File: config.mk
export PLATFORM = sky130hd
export DESIGN_NAME = ethernet_ip_header_classifier
export DESIGN_NICKNAME = d
export VERILOG_FILES = /design/src/hdl/ehc_pkg.sv /design/src/hdl/ehc_parser.sv /design/src/hdl/ethernet_ip_header_classifier.sv
export SDC_FILE = /design/constraint.sdc
export NUM_CORES = 1
export LEC_CHECK = 0
export BUFFER_PORTS_ARGS = -buffer_cell sky130_fd_sc_hd__buf_2
export CAP_MARGIN = 25
export CORE_MARGIN = 2
export CORE_UTILIZATION = 47
export CTS_CLUSTER_DIAMETER = 60
export DETAILED_ROUTE_END_ITERATION = 6
export GPL_ROUTABILITY_DRIVEN = 1
export GPL_TIMING_DRIVEN = 0
export PLACE_DENSITY = 0.63
export RECOVER_POWER = 25
export SLEW_MARGIN = 20
export SYNTH_ARGS = -nofsm -noshare
export SYNTH_HDL_FRONTEND = slang
export SYNTH_SLANG_ARGS = --single-unit
File: constraint.sdc
create_clock -name i_clk -period 6.6 [get_ports i_clk]
set_clock_uncertainty 0.1 [all_clocks]
set_input_delay 1.32 -clock i_clk [delete_from_list [all_inputs] [get_ports i_clk]]
set_output_delay 1.32 -clock i_clk [all_outputs]
set_load 0.05 [all_outputs]
File: src/hdl/ehc_pkg.sv
// shared types and constants for the ethernet ip header classifier
`timescale 1ns / 1ps

package ehc_pkg;

    localparam int BYTE_W  = 8;
    localparam int LEN_W   = 17;
    localparam int INDEX_W = 6;
    localparam int START_W = 5;
    localparam int TYPE_W  = 16;

    localparam logic [LEN_W-1:0]   MAX_LEN_RESET = 17'd65536;
    localparam logic [INDEX_W-1:0] INDEX_MAX     = 6'd63;

    // byte positions of the type fields and the headers that follow them
    localparam logic [INDEX_W-1:0] IDX_OUTER_TYPE = 6'd13;
    localparam logic [INDEX_W-1:0] IDX_VLAN1_TYPE = 6'd17;
    localparam logic [INDEX_W-1:0] IDX_VLAN2_TYPE = 6'd21;
    localparam logic [START_W-1:0] POS_AFTER_MAC   = 5'd14;
    localparam logic [START_W-1:0] POS_AFTER_VLAN1 = 5'd18;
    localparam logic [START_W-1:0] POS_AFTER_VLAN2 = 5'd22;
    localparam logic [START_W-1:0] PPPOE_PROTO_OFS = 5'd7;
    localparam logic [START_W-1:0] PPPOE_HDR_LEN   = 5'd8;
    localparam logic [START_W-1:0] IPV4_LEN_OFS    = 5'd3;
    localparam logic [START_W-1:0] IPV6_LEN_OFS    = 5'd5;
    localparam logic [LEN_W-1:0]   IPV6_HDR_LEN    = 17'd40;
    localparam logic [3:0]         VER_FOUR        = 4'd4;
    localparam logic [3:0]         VER_SIX         = 4'd6;

    // ethertypes
    localparam logic [TYPE_W-1:0] ETH_VLAN     = 16'h8100;
    localparam logic [TYPE_W-1:0] ETH_SKIP_A   = 16'h9998;
    localparam logic [TYPE_W-1:0] ETH_SKIP_B   = 16'h88a7;
    localparam logic [TYPE_W-1:0] ETH_LLDP     = 16'h88cc;
    localparam logic [TYPE_W-1:0] ETH_PPPOE_S  = 16'h8864;
    localparam logic [TYPE_W-1:0] ETH_PPPOE_D  = 16'h8863;
    localparam logic [TYPE_W-1:0] ETH_IPV4     = 16'h0800;
    localparam logic [TYPE_W-1:0] ETH_IPV6     = 16'h86dd;
    localparam logic [TYPE_W-1:0] ETH_ARP      = 16'h0806;
    localparam logic [TYPE_W-1:0] ETH_SKIP_C   = 16'h0027;

    // ppp protocols
    localparam logic [TYPE_W-1:0] PPP_IPV4     = 16'h0021;
    localparam logic [TYPE_W-1:0] PPP_IPV6     = 16'h0057;
    localparam logic [TYPE_W-1:0] PPP_IPV6CP   = 16'h8057;
    localparam logic [TYPE_W-1:0] PPP_LCP      = 16'hc021;
    localparam logic [TYPE_W-1:0] PPP_SKIP_A   = 16'h0101;
    localparam logic [TYPE_W-1:0] PPP_PAP      = 16'hc023;
    localparam logic [TYPE_W-1:0] PPP_SKIP_B   = 16'hc022;
    localparam logic [TYPE_W-1:0] PPP_IPCP     = 16'h8021;

    typedef enum logic [2:0] {
        ST_IPV4    = 3'd0,
        ST_IPV6    = 3'd1,
        ST_SKIP    = 3'd2,
        ST_UNKNOWN = 3'd3,
        ST_BADVER  = 3'd4,
        ST_TOOLONG = 3'd5,
        ST_TRUNC   = 3'd6
    } t_status;

    typedef enum logic [2:0] {
        STG_OUTER = 3'd0,
        STG_VLAN1 = 3'd1,
        STG_VLAN2 = 3'd2,
        STG_PPP   = 3'd3,
        STG_IP    = 3'd4,
        STG_DONE  = 3'd5
    } t_stage;

    typedef struct packed {
        logic [BYTE_W-1:0] frame_byte;
        logic              last_byte;
    } t_in_word;

    typedef struct packed {
        logic [2:0]       status;
        logic [LEN_W-1:0] packet_len;
    } t_out_word;

    // decision taken on the type that follows the mac header or vlan tags
    typedef struct packed {
        t_stage  stage;
        t_status verdict;
        logic    v6;
    } t_type_decode;

endpackage

File: src/hdl/ehc_parser.sv
// per-byte header parser with frame state and result register
`timescale 1ns / 1ps

module ehc_parser import ehc_pkg::*; (
    input  logic             i_clk,
    input  logic             i_rst_n,
    input  logic             i_valid,
    input  t_in_word         i_word,
    input  logic [LEN_W-1:0] i_max_len,
    output logic             o_take,
    output logic             o_out_valid,
    input  logic             i_out_stall,
    output t_out_word        o_out_word
);

    logic [INDEX_W-1:0] r_index, n_index;
    logic [TYPE_W-1:0]  r_shift, n_shift;
    t_stage             r_stage, n_stage;
    logic [START_W-1:0] r_start, n_start;
    logic [LEN_W-1:0]   r_len, n_len;
    t_status            r_verdict, n_verdict;
    logic               r_v6, n_v6;
    logic               r_out_valid;
    t_out_word          r_out_word, n_out_word;

    logic               w_fire;
    logic               w_slot_free;
    logic [LEN_W-1:0]   w_total;
    logic [INDEX_W-1:0] w_len_idx;
    t_type_decode       w_dec;
    t_status            w_status;

    function automatic t_type_decode decode_type(input logic [TYPE_W-1:0] t);
        t_type_decode d;
        d.stage   = STG_DONE;
        d.verdict = ST_UNKNOWN;
        d.v6      = 1'b0;
        if (t == ETH_PPPOE_S) begin
            d.stage = STG_PPP;
        end else if (t == ETH_IPV4) begin
            d.stage = STG_IP;
        end else if (t == ETH_IPV6) begin
            d.stage = STG_IP;
            d.v6    = 1'b1;
        end else if (t == ETH_ARP || t == ETH_PPPOE_D || t == ETH_SKIP_C) begin
            d.verdict = ST_SKIP;
        end
        return d;
    endfunction

    assign w_slot_free = !r_out_valid || !i_out_stall;
    assign o_take      = !i_word.last_byte || w_slot_free;
    assign w_fire      = i_valid && o_take;

    always_comb begin
        n_shift   = {r_shift[BYTE_W-1:0], i_word.frame_byte};
        n_index   = (r_index == INDEX_MAX) ? r_index : r_index + 1'b1;
        n_stage   = r_stage;
        n_start   = r_start;
        n_len     = r_len;
        n_verdict = r_verdict;
        n_v6      = r_v6;
        w_dec     = decode_type(n_shift);
        // length field can sit past byte 31 behind two tags and pppoe
        w_len_idx = {1'b0, r_start} + {1'b0, (r_v6 ? IPV6_LEN_OFS : IPV4_LEN_OFS)};
        w_total   = {1'b0, n_shift} + {{(LEN_W-START_W){1'b0}}, r_start}
                    + (r_v6 ? IPV6_HDR_LEN : '0);

        unique case (r_stage)
            STG_OUTER: begin
                if (r_index == IDX_OUTER_TYPE) begin
                    if (n_shift == ETH_VLAN) begin
                        n_stage = STG_VLAN1;
                    end else if (n_shift == ETH_SKIP_A || n_shift == ETH_SKIP_B
                                 || n_shift == ETH_LLDP) begin
                        n_stage   = STG_DONE;
                        n_verdict = ST_SKIP;
                    end else begin
                        n_start   = POS_AFTER_MAC;
                        n_stage   = w_dec.stage;
                        n_verdict = (w_dec.stage == STG_DONE) ? w_dec.verdict : r_verdict;
                        if (w_dec.stage == STG_IP) n_v6 = w_dec.v6;
                    end
                end
            end
            STG_VLAN1: begin
                if (r_index == IDX_VLAN1_TYPE) begin
                    if (n_shift == ETH_VLAN) begin
                        n_stage = STG_VLAN2;
                    end else begin
                        n_start   = POS_AFTER_VLAN1;
                        n_stage   = w_dec.stage;
                        n_verdict = (w_dec.stage == STG_DONE) ? w_dec.verdict : r_verdict;
                        if (w_dec.stage == STG_IP) n_v6 = w_dec.v6;
                    end
                end
            end
            STG_VLAN2: begin
                if (r_index == IDX_VLAN2_TYPE) begin
                    n_start   = POS_AFTER_VLAN2;
                    n_stage   = w_dec.stage;
                    n_verdict = (w_dec.stage == STG_DONE) ? w_dec.verdict : r_verdict;
                    if (w_dec.stage == STG_IP) n_v6 = w_dec.v6;
                end
            end
            STG_PPP: begin
                if (r_index == {1'b0, r_start + PPPOE_PROTO_OFS}) begin
                    n_start = r_start + PPPOE_HDR_LEN;
                    if (n_shift == PPP_IPV4) begin
                        n_v6    = 1'b0;
                        n_stage = STG_IP;
                    end else if (n_shift == PPP_IPV6 || n_shift == PPP_IPV6CP) begin
                        n_v6    = 1'b1;
                        n_stage = STG_IP;
                    end else if (n_shift == PPP_LCP || n_shift == PPP_SKIP_A
                                 || n_shift == PPP_PAP || n_shift == PPP_SKIP_B
                                 || n_shift == PPP_IPCP) begin
                        n_stage   = STG_DONE;
                        n_verdict = ST_SKIP;
                    end else begin
                        n_stage   = STG_DONE;
                        n_verdict = ST_UNKNOWN;
                    end
                end
            end
            STG_IP: begin
                if (r_index == {1'b0, r_start}) begin
                    if (i_word.frame_byte[BYTE_W-1:4] != (r_v6 ? VER_SIX : VER_FOUR)) begin
                        n_stage   = STG_DONE;
                        n_verdict = ST_BADVER;
                    end
                end else if (r_index == w_len_idx) begin
                    n_stage = STG_DONE;
                    if (w_total >= i_max_len) begin
                        n_verdict = ST_TOOLONG;
                    end else begin
                        n_len     = w_total;
                        n_verdict = r_v6 ? ST_IPV6 : ST_IPV4;
                    end
                end
            end
            default: begin
            end
        endcase

        w_status   = (n_stage == STG_DONE) ? n_verdict : ST_TRUNC;
        n_out_word.status     = w_status;
        n_out_word.packet_len = (w_status == ST_IPV4 || w_status == ST_IPV6) ? n_len : '0;
    end

    always_ff @(posedge i_clk) begin
        if (!i_rst_n) begin
            r_index   <= '0;
            r_shift   <= '0;
            r_stage   <= STG_OUTER;
            r_start   <= '0;
            r_len     <= '0;
            r_verdict <= ST_TRUNC;
            r_v6      <= 1'b0;
        end else if (w_fire) begin
            if (i_word.last_byte) begin
                r_index   <= '0;
                r_shift   <= '0;
                r_stage   <= STG_OUTER;
                r_start   <= '0;
                r_len     <= '0;
                r_verdict <= ST_TRUNC;
                r_v6      <= 1'b0;
            end else begin
                r_index   <= n_index;
                r_shift   <= n_shift;
                r_stage   <= n_stage;
                r_start   <= n_start;
                r_len     <= n_len;
                r_verdict <= n_verdict;
                r_v6      <= n_v6;
            end
        end
    end

    // result register
    always_ff @(posedge i_clk) begin
        if (!i_rst_n) begin
            r_out_valid <= 1'b0;
        end else if (w_slot_free) begin
            r_out_valid <= w_fire && i_word.last_byte;
        end
    end

    always_ff @(posedge i_clk) begin
        if (w_fire && i_word.last_byte) begin
            r_out_word <= n_out_word;
        end
    end

    assign o_out_valid = r_out_valid;
    assign o_out_word  = r_out_word;

endmodule

File: src/hdl/ethernet_ip_header_classifier.sv
// top level of the ethernet ip header classifier
//
//  channel  dir  handshake                  word
//  input    in   i_in_valid / o_in_stall    i_in_word  (frame_byte, last_byte)
//  result   out  o_out_valid / i_out_stall  o_out_word (status, packet_len)
//  config   in   i_cfg_we                   i_cfg_wdata (max_packet_len)
//
// one byte a cycle unless the input stalls: an input register feeds the parser,
// one result register follows, so a verdict is registered in the result register
// once the parser takes its last byte from the input register.
// reset clears the frame state and sets the length limit to 65536.
// a stalled result only holds back a last byte; other bytes keep flowing.
`timescale 1ns / 1ps

module ethernet_ip_header_classifier import ehc_pkg::*; (
    input  logic             i_clk,
    input  logic             i_rst_n,
    input  logic             i_in_valid,
    output logic             o_in_stall,
    input  t_in_word         i_in_word,
    output logic             o_out_valid,
    input  logic             i_out_stall,
    output t_out_word        o_out_word,
    input  logic             i_cfg_we,
    input  logic [LEN_W-1:0] i_cfg_wdata
);

    logic             r_in_valid;
    t_in_word         r_in_word;
    logic [LEN_W-1:0] r_max_len;
    logic             w_take;
    logic             w_accept;

    assign o_in_stall = r_in_valid && !w_take;
    assign w_accept   = i_in_valid && !o_in_stall;

    always_ff @(posedge i_clk) begin
        if (!i_rst_n) begin
            r_in_valid <= 1'b0;
        end else begin
            r_in_valid <= w_accept || (r_in_valid && !w_take);
        end
    end

    always_ff @(posedge i_clk) begin
        if (w_accept) begin
            r_in_word <= i_in_word;
        end
    end

    always_ff @(posedge i_clk) begin
        if (!i_rst_n) begin
            r_max_len <= MAX_LEN_RESET;
        end else if (i_cfg_we) begin
            r_max_len <= i_cfg_wdata;
        end
    end

    ehc_parser u_parser (
        .i_clk       (i_clk),
        .i_rst_n     (i_rst_n),
        .i_valid     (r_in_valid),
        .i_word      (r_in_word),
        .i_max_len   (r_max_len),
        .o_take      (w_take),
        .o_out_valid (o_out_valid),
        .i_out_stall (i_out_stall),
        .o_out_word  (o_out_word)
    );

    a_len_zero_on_reject: assert property (@(posedge i_clk) disable iff (!i_rst_n)
        o_out_valid && o_out_word.status != ST_IPV4 && o_out_word.status != ST_IPV6
        |-> o_out_word.packet_len == '0)
        else $error("nonzero length on a rejected frame");

    a_len_below_limit: assert property (@(posedge i_clk) disable iff (!i_rst_n)
        o_out_valid && (o_out_word.status == ST_IPV4 || o_out_word.status == ST_IPV6)
        |-> o_out_word.packet_len < r_max_len)
        else $error("accepted length at or above the limit");

    a_last_gives_result: assert property (@(posedge i_clk) disable iff (!i_rst_n)
        r_in_valid && w_take && r_in_word.last_byte |=> o_out_valid)
        else $error("last byte consumed without a verdict");

    a_stall_only_on_last: assert property (@(posedge i_clk) disable iff (!i_rst_n)
        o_in_stall |-> r_in_word.last_byte && o_out_valid && i_out_stall)
        else $error("input stalled without a pending verdict");

endmodule

Yosys cells after proc, flatten, opt, wreduce, memory -nomap -nowiden
Index checks and enable logic that the tools add are counted. W data, S select, Z words.

Register bits after elaboration: 91. Word-level logic and storage cells: 165. Input bits: 31.

Mux-type cells: 73. Equal/unequal tests: 43. Magnitude comparators: 1. Reductions and logical operators: 28. $add $sub $neg: 6.

Operators by type and width (count): $eq A16 B16 Y1 const B (12); $mux W3 (31); $mux W17 (5); $mux W5 (8); $eq A16 B12 Y1 const B (2); $eq A16 B6 Y1 const B (2); $pmux W3 S5 (2); $pmux W5 S4 (1); $mux W1 (18); $mux W6 (3); $add A16 B5 Y17 (1); $add A17 B17 Y17 (1); $ge A17 B17 Y1 (1); $eq A16 B7 Y1 const B (1); $eq A16 B9 Y1 const B (1); $logic_or A1 B1 Y1 (13); $eq A3 B3 Y1 const B (4); $eq A6 B5 Y1 (2); $eq A6 B5 Y1 const B (2); $ne A3 B2 Y1 const B (4); $reduce_and A10 Y1 (1); $ne A3 B3 Y1 const B (3); $reduce_and A9 Y1 (1); $mux W4 (2); 20 further kinds (30).

Depth between registers and ports, before layout
Gate-level depths: netlist of run 1.

Word-level depth: 15. Depth in mapped cells: 22. Gate-level depth less buffers: 19.

Hierarchy
Synthesis of run 1 repeated with hierarchy kept, for this count alone.

Cells, all modules: 668. Area, all modules: 6017.0 µm².

Modules (own cells, without submodules): ehc_parser (times used 1, area an instance 5057.4 µm², cells each 601); ethernet_ip_header_classifier (times used 1, area an instance 959.7 µm², cells each 67).

Worst setup path after synthesis of run 1
No wires, ideal clock.

Path kind: reg2reg. From: register r_in_word[4] (netlist bit). To: register u_parser.r_out_word, in the netlist u_parser.o_out_word[11], data pin. Path buffers: 3. Cell stages (with the launch flop): 22. Data required time: 6.242 ns. Arrival time: 4.607 ns. Library setup time: 0.258 ns. Setup slack: 1.636 ns. Cells stage by stage: edfxtp_1 > buf_6 > inv_1 > fa_1 > inv_1 > fa_1 > a21o_1 > a21oi_1 > nor2b_1 > o21ai_0 > nor3_1 > xnor2_1 > ha_1 > a21o_1 > a21o_1 > a221oi_1 > nand2_1 > nor3_2 > buf_4 > buf_4 > mux2i_1 > nor3_2.

Cells in the longest elaborated chain, start to end: 15. Elaborated cells between the ends (all ways): 72. Classes of those cells: add/sub (2); order compare (1); eq/ne (21); mux (37); reduce/logical (11).

RTL lines: start, declared (line ethernet_ip_header_classifier.sv:29) `t_in_word r_in_word;`; start signal, assigned (line ethernet_ip_header_classifier.sv:47) `r_in_word <= i_in_word;`; parallel branches: the longest is 15 deep, another holds $add A16 B5 Y17; end signal, assigned (line ehc_parser.sv:192) `r_out_word <= n_out_word;`; end, declared (line ehc_parser.sv:24) `t_out_word r_out_word, n_out_word;`.

Parallel ways; which one is timed is not known. A chain may end at the register's enable or synchronous reset.

Final worst setup path of run 1
From: register u_parser.r_v6. To: register u_parser.r_out_word, in the netlist u_parser.o_out_word[15], data pin.

Cells in the longest elaborated chain, start to end: 10. Elaborated cells between the ends (all ways): 27. Classes of those cells: add/sub (2); order compare (1); eq/ne (4); mux (18); reduce/logical (2).

RTL lines: start, declared (line ehc_parser.sv:22) `logic r_v6, n_v6;`; start signal, assigned (line ehc_parser.sv:176) `r_v6 <= n_v6;`; $mux W6 / $mux W3 (equally long branches) (line ehc_parser.sv:67, ehc_parser.sv:65); $add A17 B17 Y17 / $add A5 B5 Y6 (equally long branches) (line ehc_parser.sv:67, ehc_parser.sv:65); $ge A17 B17 Y1 / $eq A6 B6 Y1 (equally long branches) (line ehc_parser.sv:134, ehc_parser.sv:132); $mux W3 (on tied branches) (line ehc_parser.sv:134, ehc_parser.sv:132); $mux W3 (on tied branches) (line ehc_parser.sv:132, ehc_parser.sv:127); $mux W3 / $pmux W3 S5 (equally long branches) (line ehc_parser.sv:127, ehc_parser.sv:69); $pmux W3 S5 / $eq A3 B3 Y1 (equally long branches) (line ehc_parser.sv:69, ehc_parser.sv:146); $mux W3 (line ehc_parser.sv:146) `w_status = (n_stage == STG_DONE) ? n_verdict : ST_TRUNC;`; $eq A3 B1 Y1 / $logic_not A3 Y1 (equally long branches) (line ehc_parser.sv:148) `n_out_word.packet_len = (w_status == ST_IPV4 || w_status == ST_IPV6) ? n_len : '0;`; $logic_or A1 B1 Y1 (line ehc_parser.sv:148).

Parallel ways exist; a longest one is shown, timed or not.

==> impl_metrics.tcl, run 1 <==
set metrics [dict create \
    path_class "reg -> reg" \
    detail_route.first_pass.iterations 5 \
    grt_max_degree 21 \
    fillCellCount 1126 \
    grt.overflow.total 0 \
    num_vias 4845 \
    setup-tns-final_ns 0 \
    slew_headroom_pct 37.8 \
    rows 40 \
    cts_setup_buffers 0 \
    drtIter0Drc 350 \
    critPathRequiredTime_ns 6.60 \
    grt_use_total_pct 24.1 \
    end_kind "flop" \
    syn2layout_area_growth_pct 12.1 \
    die_h_um 114 \
    clk_pin_slew_ns 0.07 \
    synth_edf_count 29 \
    grt_pass1_vias 4502 \
    die_area_um2 13000 \
    synth_cells 617 \
    drc_errors 0 \
    post-route-min-period_ns 6.16 \
    io_buffers 50 \
    drive_gt1_share_pct 13.0 \
    wl_per_cell_um 18.3 \
    hp-class "reg -> reg" \
    fin_crit_sh_pct 93.4 \
    ys_warn_count 0 \
    max_slew.worst_pin.slew_ns 0.932 \
    setup_viol 0 \
    syn_area_per_cell_um2 9.22 \
    ys_top_cells_by_count "dfxtp_1, nand2_1, inv_1" \
    postSynth.asyncResetShare_pct 0 \
    cts_resized 0 \
    ys_seq_area_share_pct 36.8 \
    start_util_pct 47.8 \
    hpwlAfterDp_mm 11.7 \
    p_per_area_nw_per_um2 192 \
    pin_count 53 \
    status "completed" \
    p_leak_nw 2.35 \
    fp.dieW_um 114 \
    synth_area_um2 5690 \
    core-area_um2 11900 \
    drv_slew 0 \
    synth_area_leaders "dfxtp_1, edfxtp_1, ha_1, mux2i_1, nor2b_1" \
    synth_flop_cell "dfxtp_1" \
    arrival_ns 6.16 \
    final.setup.worst_slack_ns 0.439 \
    wl_mm 15.1 \
    vdd_ir_drop_max_mv 0.141 \
    synth_fp_nets 683 \
    synth_top_cell_area_share_pct 21.5 \
    cts_tree "yes" \
    yosysMostFrequentCell "dfxtp_1" \
    cap_viol_max_count 0 \
    ant_nets 0 \
    cts_buffer_depth 2 \
    h-tree-depth 3 \
    grt_pass1_wl_mm 24.1 \
    cp_max_fo 10 \
    antenna_found_initial 0 \
    yosys.area.top_type "dfxtp_1" \
    synth-seq-cells 90 \
    pre_cts_slack_ns 0.437 \
    viasPerCell 5.84 \
    ys_types 76 \
    start_kind "flop" \
    numCtsBuffers 9 \
    nets 744 \
    rsz0062_at_grt "false" \
    root_buffer "clkbuf_16" \
    clock-sinks 90 \
    post-route-util_pct 53.6 \
    gp_congestion 0.901 \
    fmax_mhz 162 \
    hold_viol_final 0 \
    hold_buffers 0 \
    hold_ws_ns 0.383 \
    clock_latency_ns 0.35 \
    total_power_mw 1.22 \
    num_antenna_cells 0 \
]
[logic make-up (layout without fill, tap and decap cells)]
group	Yosys count	after routing	share of synthesized area [%]
muxes	34	34	6.07
DFF	90	90	36.8
buffers and inverters	74	139	5.45
and+or+nand+nor	243	243	25.7
AOI/OAI and AO/OA	114	114	13.8
xor gates and xnor gates	27	27	4.16
adders and majority gates	35	35	8.09
[report_power, final]
group	total, mW	switching (mW)	internal (mW)
registers	0.597	0.0122	0.585
logic	0.137	0.0860	0.0509
clock network	0.489	0.231	0.258
[final timing paths]
kind,startpoint,to,slack (ns),cells after the start
setup / recovery,u_parser.r_v6$_SDFFE_PN0P_,u_parser.o_out_word[15]$_SDFFCE_PN0P_,0.44,20
hold / removal,u_parser.r_len[11]$_SDFFE_PN0P_,u_parser.r_len[11]$_SDFFE_PN0P_,0.38,2
setup reg to reg,u_parser.r_v6$_SDFFE_PN0P_,u_parser.o_out_word[15]$_SDFFCE_PN0P_,0.44,20
hold reg to reg,u_parser.r_len[11]$_SDFFE_PN0P_,u_parser.r_len[11]$_SDFFE_PN0P_,0.38,2
[registers in the layout, summed over array words and instances, names as in the netlist]
name	cells
u_parser.r_index	6
u_parser.r_len	17
u_parser.r_v6	1
r_max_len	17
u_parser.o_out_word	20
u_parser.o_out_valid	1
r_in_valid	1
u_parser.r_stage	3
r_in_word	9
u_parser.r_shift	8
u_parser.r_start	4
u_parser.r_verdict	3
[layout make-up]
type                            instances  area, um^2  area share (%)
Buffer                                 37         171            2.69
Clock buffer                            9         225            3.53
Clock inverter                          6        50.0           0.785
Inverter                               37         139            2.18
Multi-Input combinational cell        453        3290            51.5
Sequential cell                        90        2090            32.8
Tap cell                              147         184            2.88
Timing Repair Buffer                   50         229            3.59
[worst max-delay path, cell delays in order, from the launching register on]
cell,delay (ns)
dfxtp_1,0.50
inv_1,0.18
fa_1,0.54
inv_1,0.07
fa_1,0.45
a21o_1,0.19
a21oi_1,0.21
nor2b_1,0.07
o21ai_0,0.50
nor3_1,0.14
xnor2_1,0.28
ha_1,0.31
a21o_1,0.18
a21o_1,0.17
a221oi_1,0.47
nand2_1,0.13
nor3_2,0.49
buf_4,0.30
buf_4,0.24
mux2i_1,0.32
nor3_2,0.07
[metal layers]
metal	track usage, %	routed length [um]	up-vias
li1	-	-	2363
met1	34.3	7170	2298
met2	36.3	6640	160
met3	3.40	914	24
met4	10.7	406	0
met5	0	0	-
[through the flow]
| stage | std cells | cell area (um^2) |
|---|---|---|
| floorplan | 617 | 5690 |
| global route | 829 | 6380 |
| finish | 829 | 6380 |
| CTS | 829 | 6400 |
| global placement | 814 | 6120 |
| detailed placement | 814 | 6120 |
[layout by cell type (no fill, tap or decap), drive strengths merged, types with 5 or more instances in the layout]
cell / Yosys / final
a21boi: 14 / 14
a21o: 6 / 6
a21oi: 20 / 20
a22oi: 6 / 6
a31oi: 5 / 5
a32oi: 6 / 6
and2: 8 / 8
and3: 6 / 6
buf: 11 / 44
clkbuf: 26 / 52
dfxtp: 61 / 61
edfxtp: 29 / 29
ha: 32 / 32
inv: 37 / 40
mux2i: 30 / 30
nand2: 40 / 40
nand3: 26 / 26
nand4: 10 / 10
nor2: 31 / 31
nor2b: 36 / 36
nor3: 30 / 30
nor3b: 8 / 8
nor4: 7 / 7
nor4b: 6 / 6
o211ai: 5 / 5
o21a: 5 / 5
o21ai: 22 / 22
xnor2: 19 / 19
xor2: 8 / 8
Note: power is estimated with default switching activity, not from simulation.
==> inputs of run 2 (changes only) <==
- ABC_AREA: default -> 1
- PLACE_DENSITY: 0.63 -> 0.62
==> run 2 against run 1 <==
Non-clock buffer count decreased by 11. Sequential power increased by 1%. First-iteration DRC count increased by 32%. Maximum frequency increased by 25%. Combinational power increased by 27%. Worst setup slack improved by 1.2 ns. Largest power group unchanged.
==> impl_metrics.tcl, run 2 <==
set metrics [dict create \
    switching_share_pct 27.9 \
    synth-seq-cells 90 \
    syn_area_per_cell_um2 7.07 \
    layout_common_cells "nand2_1, inv_1, nor2_1" \
    nets 995 \
    layout_commonest_cell "nand2_1" \
    start_util_pct 48.3 \
    die_h_um 118 \
    min_to "u_parser.r_len[15]$_SDFFE_PN0P_" \
    synth_top_cell_area_share_pct 19.9 \
    root_buffer "clkbuf_16" \
    ys_types 50 \
    wl_per_cell_um 15.5 \
    p_comb_share_pct 13.4 \
    cp_max_fo 10 \
    cts_setup_buffers 0 \
    ys_seq_area_share_pct 34.2 \
    yosys.area.top_type "dfxtp_1" \
    rows 41 \
    end_kind "flop" \
    drtIter0Drc 462 \
    clk_pin_slew_ns 0.07 \
    synth_cells 866 \
    clock_latency_ns 0.35 \
    core-area_um2 12700 \
    path_class "reg -> reg" \
    setup-tns-final_ns 0 \
    synth_area_um2 6120 \
    drv_slew 0 \
    slew_headroom_pct 46.2 \
    holdPathStages 2 \
    arrival_ns 4.93 \
    ant_nets 0 \
    switchingPower_uw 363 \
    drive_gt1_share_pct 15.8 \
    pwr-share-clk_pct 40.3 \
    internal-power_uw 939 \
    fillCellCount 1263 \
    cts_buffer_depth 2 \
    synth_flop_cell "dfxtp_1" \
    rr_worst_depth 27 \
    rr_endpoint "u_parser.o_out_word[13]$_SDFFCE_PN0P_" \
    status "completed" \
    vdd_ir_drop_max_mv 0.0970 \
    synth_fp_nets 932 \
    antenna_found_initial 0 \
    critPathRequiredTime_ns 6.60 \
    ys_top_cells_by_count "nand2_1, inv_1, nor2_1" \
    hpwlAfterDp_mm 13.6 \
    start_kind "flop" \
    cts_tree "yes" \
    largest_reg_flops 20 \
    viasPerCell 5.23 \
    cap_viol_max_count 0 \
    num_antenna_cells 0 \
    post-route-min-period_ns 4.93 \
    grt_pass1_vias 5629 \
    slowest_stage "edfxtp_1" \
    grt_pass1_wl_mm 28.0 \
    fp.dieW_um 118 \
    reg2reg_from "r_in_word[4]$_DFFE_PP_" \
    cts_resized 0 \
    postSynth.asyncResetShare_pct 0 \
    syn2layout_area_growth_pct 12.2 \
    cpPeakStageDelay_ns 0.50 \
    rrSetupSlack_ns 1.67 \
    ys_warn_count 0 \
    grt.overflow.total 0 \
    p_per_area_nw_per_um2 190 \
    hold_buffers 0 \
    drc_errors 0 \
    cpMostUsedCell "nand2_1" \
    numCtsBuffers 9 \
    fin_crit_sh_pct 74.7 \
    rsz0062_at_grt "false" \
    detail_route.first_pass.iterations 5 \
    grt_max_degree 22 \
    hold_start "u_parser.r_len[15]$_SDFFE_PN0P_" \
    pin_count 53 \
    max_slew.worst_pin.slew_ns 0.806 \
    io_buffers 52 \
    seq_power_share_pct 46.4 \
    setup_viol 0 \
    h-tree-depth 3 \
    wl_mm 17.1 \
    hp-class "reg -> reg" \
    p_leak_nw 3.00 \
    fmax_mhz 203 \
    synth_edf_count 29 \
    grt_use_total_pct 25.4 \
    yosysMostFrequentCell "nand2_1" \
    num_vias 5779 \
    clock-sinks 90 \
    die_area_um2 14000 \
    synth_area_leaders "dfxtp_1, edfxtp_1, nand2_1, ha_1, inv_1" \
    hold_viol_final 0 \
    gp_congestion 0.914 \
    post-route-util_pct 54.2 \
]
## run 2: layout make-up
cell class	count	area [um^2]	share of cell area [%]
tap	172	215	3.13
multi-input combinational	632	3440	50.0
clock buffer	10	229	3.33
buffer	24	140	2.04
sequential	90	2090	30.4
inverter	120	453	6.59
timing repair buffer	52	239	3.48
clock inverter	6	65.1	0.947
## run 2: how the worst max path moves through the flow
stage                      startpoint                                     to  slack [ns]  cells after the start
3_5_place_dp   r_in_word[4]$_DFFE_PP_  u_parser.o_out_word[13]$_SDFFCE_PN0P_        1.64                     27
6_report       r_in_word[4]$_DFFE_PP_  u_parser.o_out_word[13]$_SDFFCE_PN0P_        1.67                     27
3_3_place_gp   r_in_word[4]$_DFFE_PP_  u_parser.o_out_word[13]$_SDFFCE_PN0P_        1.71                     27
2_1_floorplan  r_in_word[4]$_DFFE_PP_  u_parser.o_out_word[15]$_SDFFCE_PN0P_        2.42                     27
4_1_cts        r_in_word[4]$_DFFE_PP_  u_parser.o_out_word[13]$_SDFFCE_PN0P_        1.62                     27
5_1_grt        r_in_word[4]$_DFFE_PP_  u_parser.o_out_word[13]$_SDFFCE_PN0P_        1.20                     27
## run 2: metrics by stage
| stage | power (mW) | worst slack (ns) | hold WS (ns) | instance area, um^2 | cells |
|---|---|---|---|---|---|
| 2_1_floorplan | 0.734 | 2.42 | 0.339 | 6120 | 866 |
| 3_3_place_gp | 0.788 | 1.71 | 0.347 | 6600 | 1090 |
| 3_5_place_dp | 0.790 | 1.64 | 0.354 | 6600 | 1090 |
| 4_1_cts | 1.31 | 1.62 | 0.363 | 6890 | 1106 |
| 5_1_grt | 1.36 | 1.20 | 0.388 | 6870 | 1106 |
| 6_report | 1.30 | 1.67 | 0.364 | 6870 | 1106 |
## run 2: power groups by stage
stage	registers, mW	logic [mW]	clock network (mW)
floorplan	0.625	0.110	0
global placement	0.616	0.171	0
detailed placement	0.617	0.174	0
CTS	0.604	0.175	0.530
global route	0.606	0.196	0.553
finish	0.604	0.174	0.524
## run 2: metal layers
metal | vias to the layer above | wire length (um) | GRT usage (%)
met2 | 186 | 7870 | 42.1
met1 | 2611 | 7730 | 33.3
met4 | 0 | 480 | 10.2
met5 | - | 0 | 0
met3 | 35 | 1040 | 3.67
li1 | 2947 | - | -
## run 2: worst max-delay path: cells and delay by family, from the launching register on
family                     cells  cell delay [ns]
and+or+nand+nor               13             1.38
adders and majority gates      3             1.00
AOI/OAI and AO/OA              3             0.79
buffers and inverters          7             0.67
DFF                            1             0.50
xor gates and xnor gates       1             0.25
## run 2: logic make-up (layout without fill, tap and decap cells)
kind of cell / count (synthesis) / in the layout / share of synthesized area (%)
DFF: 90 / 90 / 34.2
buffers and inverters: 144 / 212 / 9.68
xor gates and xnor gates: 12 / 12 / 1.72
adders and majority gates: 35 / 35 / 7.52
AOI/OAI and AO/OA: 122 / 122 / 10.8
and+or+nand+nor: 463 / 463 / 36.1
==> inputs of run 3 (changes only) <==
- clock period: 6.6 -> 4.6 ns (I/O delays scaled with it)
==> run 3 against run 2 <==
First-iteration DRC count down 15%. Global-route usage up 0.085 points. Die area unchanged. Via count up 0.36%. Clock power up 44%. Wire length up 0.94%. Utilization up 0.79 points. Power up 44%. Flip-flop and latch count unchanged. Maximum frequency up 13%. Non-clock buffer count up 3. Cell area up 1.5%. Critical path type unchanged.
==> impl_metrics.tcl, run 3 (synthesis results as in run 2) <==
set metrics [dict create \
    wl_per_cell_um 15.6 \
    syn2layout_area_growth_pct 13.9 \
    path_class "reg -> reg" \
    drv_slew 0 \
    drive_gt1_share_pct 17.7 \
    end_kind "flop" \
    rrSetupSlack_ns 0.25 \
    start_util_pct 48.3 \
    rr_worst_depth 27 \
    largest_reg_flops 20 \
    finalNonFillerCells 1109 \
    arrival_ns 4.36 \
    switchingPower_uw 527 \
    pin_count 53 \
    fp.dieW_um 118 \
    num_vias 5800 \
    seq_power_share_pct 46.1 \
    cts_buffer_depth 2 \
    cp_max_fo 10 \
    p_leak_nw 3.03 \
    fmax_mhz 230 \
    core-area_um2 12700 \
    fin_area_um2 6970 \
    root_buffer "clkbuf_16" \
    holdPathStages 2 \
    min_to "u_parser.r_len[5]$_SDFFE_PN0P_" \
    wl_mm 17.3 \
    pwr-share-clk_pct 40.1 \
    slew_headroom_pct 46.3 \
    setup-tns-final_ns 0 \
    grt.overflow.total 0 \
    fin_crit_sh_pct 94.7 \
    h-tree-depth 3 \
    hp-class "reg -> reg" \
    rows 41 \
    grt_use_total_pct 25.5 \
    num_antenna_cells 0 \
    hold_ws_ns 0.365 \
    grt_pass1_wl_mm 28.1 \
    grt_max_degree 22 \
    critPathRequiredTime_ns 4.61 \
    die_area_um2 14000 \
    reg2reg_from "r_in_word[4]$_DFFE_PP_" \
    total_power_mw 1.88 \
    vdd_ir_drop_max_mv 0.140 \
    post-route-min-period_ns 4.35 \
    place_area_um2 6600 \
    layout_commonest_cell "nand2_1" \
    hold_start "u_parser.r_len[5]$_SDFFE_PN0P_" \
    detail_route.first_pass.iterations 6 \
    p_comb_share_pct 13.8 \
    numCtsBuffers 9 \
    drtIter0Drc 393 \
    cap_viol_max_count 0 \
    post-route-util_pct 55.0 \
    nets 998 \
    clock_latency_ns 0.34 \
    hpwlAfterDp_mm 13.6 \
    drc_errors 0 \
    start_kind "flop" \
    p_per_area_nw_per_um2 269 \
    ant_nets 0 \
    die_h_um 118 \
    antenna_found_initial 0 \
    dp.cells 1090 \
    internal-power_mw 1.35 \
    grt_pass1_vias 5632 \
    max_slew.worst_pin.slew_ns 0.804 \
    gp_congestion 0.914 \
    clock-sinks 90 \
    pre_cts_slack_ns -0.362 \
    final.setup.worst_slack_ns 0.246 \
    layout_common_cells "nand2_1, inv_1, nor2_1" \
    viasPerCell 5.23 \
    cts_tree "yes" \
    rr_endpoint "u_parser.o_out_word[15]$_SDFFCE_PN0P_" \
    setup_viol 0 \
    io_buffers 52 \
    hold_viol_final 0 \
    status "completed" \
    clk_pin_slew_ns 0.07 \
    switching_share_pct 28.1 \
]
## run 3: what timing repair did
item / 4_1_cts / 5_1_grt
setup endpoints to repair: 35 / 34
hold buffers: 0 / 0
pin swaps: 0 / 1
resized for setup: 5 / 15
setup buffers: 1 / 2
## run 3: area by class of cell
type	count	area [um^2]
buffer	24	140
clock buffer	10	229
clock inverter	6	65.1
fill	1259	5700
inverter	120	453
multi-input combinational	632	3510
sequential	90	2090
tap	172	215
timing repair buffer	55	262
## run 3: per-layer routing
metal,up-vias,track usage [%],wire length (um)
met5,-,0,0
met2,186,42.3,8010
met3,34,3.67,977
met4,0,10.2,490
met1,2635,33.4,7800
li1,2945,-,-
## run 3: power by group through the flow
stage	clock [mW]	combinational, mW	sequential [mW]
2_1_floorplan	0	0.158	0.896
3_3_place_gp	0	0.245	0.884
3_5_place_dp	0	0.249	0.885
4_1_cts	0.761	0.252	0.866
5_1_grt	0.793	0.290	0.869
6_report	0.753	0.259	0.866
## run 3: worst max path at each step
stage | start | end | slack [ns]
2_1_floorplan | r_in_word[4]$_DFFE_PP_ | u_parser.o_out_word[15]$_SDFFCE_PN0P_ | 0.42
3_3_place_gp | r_in_word[4]$_DFFE_PP_ | u_parser.o_out_word[13]$_SDFFCE_PN0P_ | -0.29
3_5_place_dp | r_in_word[4]$_DFFE_PP_ | u_parser.o_out_word[13]$_SDFFCE_PN0P_ | -0.36
4_1_cts | r_in_word[4]$_DFFE_PP_ | u_parser.o_out_word[13]$_SDFFCE_PN0P_ | 0.01
5_1_grt | r_in_word[4]$_DFFE_PP_ | u_parser.o_out_word[6]$_SDFFCE_PN0P_ | -0.0005
6_report | r_in_word[4]$_DFFE_PP_ | u_parser.o_out_word[15]$_SDFFCE_PN0P_ | 0.25
## run 3: critical path: stages, from the launching register on
cell and delay (ns):
edfxtp_1 0.41, inv_2 0.08, fa_1 0.53, inv_1 0.07
fa_2 0.43, a21oi_4 0.16, o21ai_4 0.08, nand2_1 0.11
a21oi_4 0.08, nand2_1 0.10, xor2_2 0.19, inv_1 0.06
ha_1 0.29, nand2_1 0.06, inv_1 0.07, nand3_1 0.09
nor2_2 0.12, nand2_1 0.07, nand3_1 0.09, nor2_1 0.06
nand2_1 0.08, inv_2 0.04, nand2_2 0.08, inv_2 0.05
buf_4 0.16, or2_2 0.28, nand2_1 0.12, nor2_4 0.05
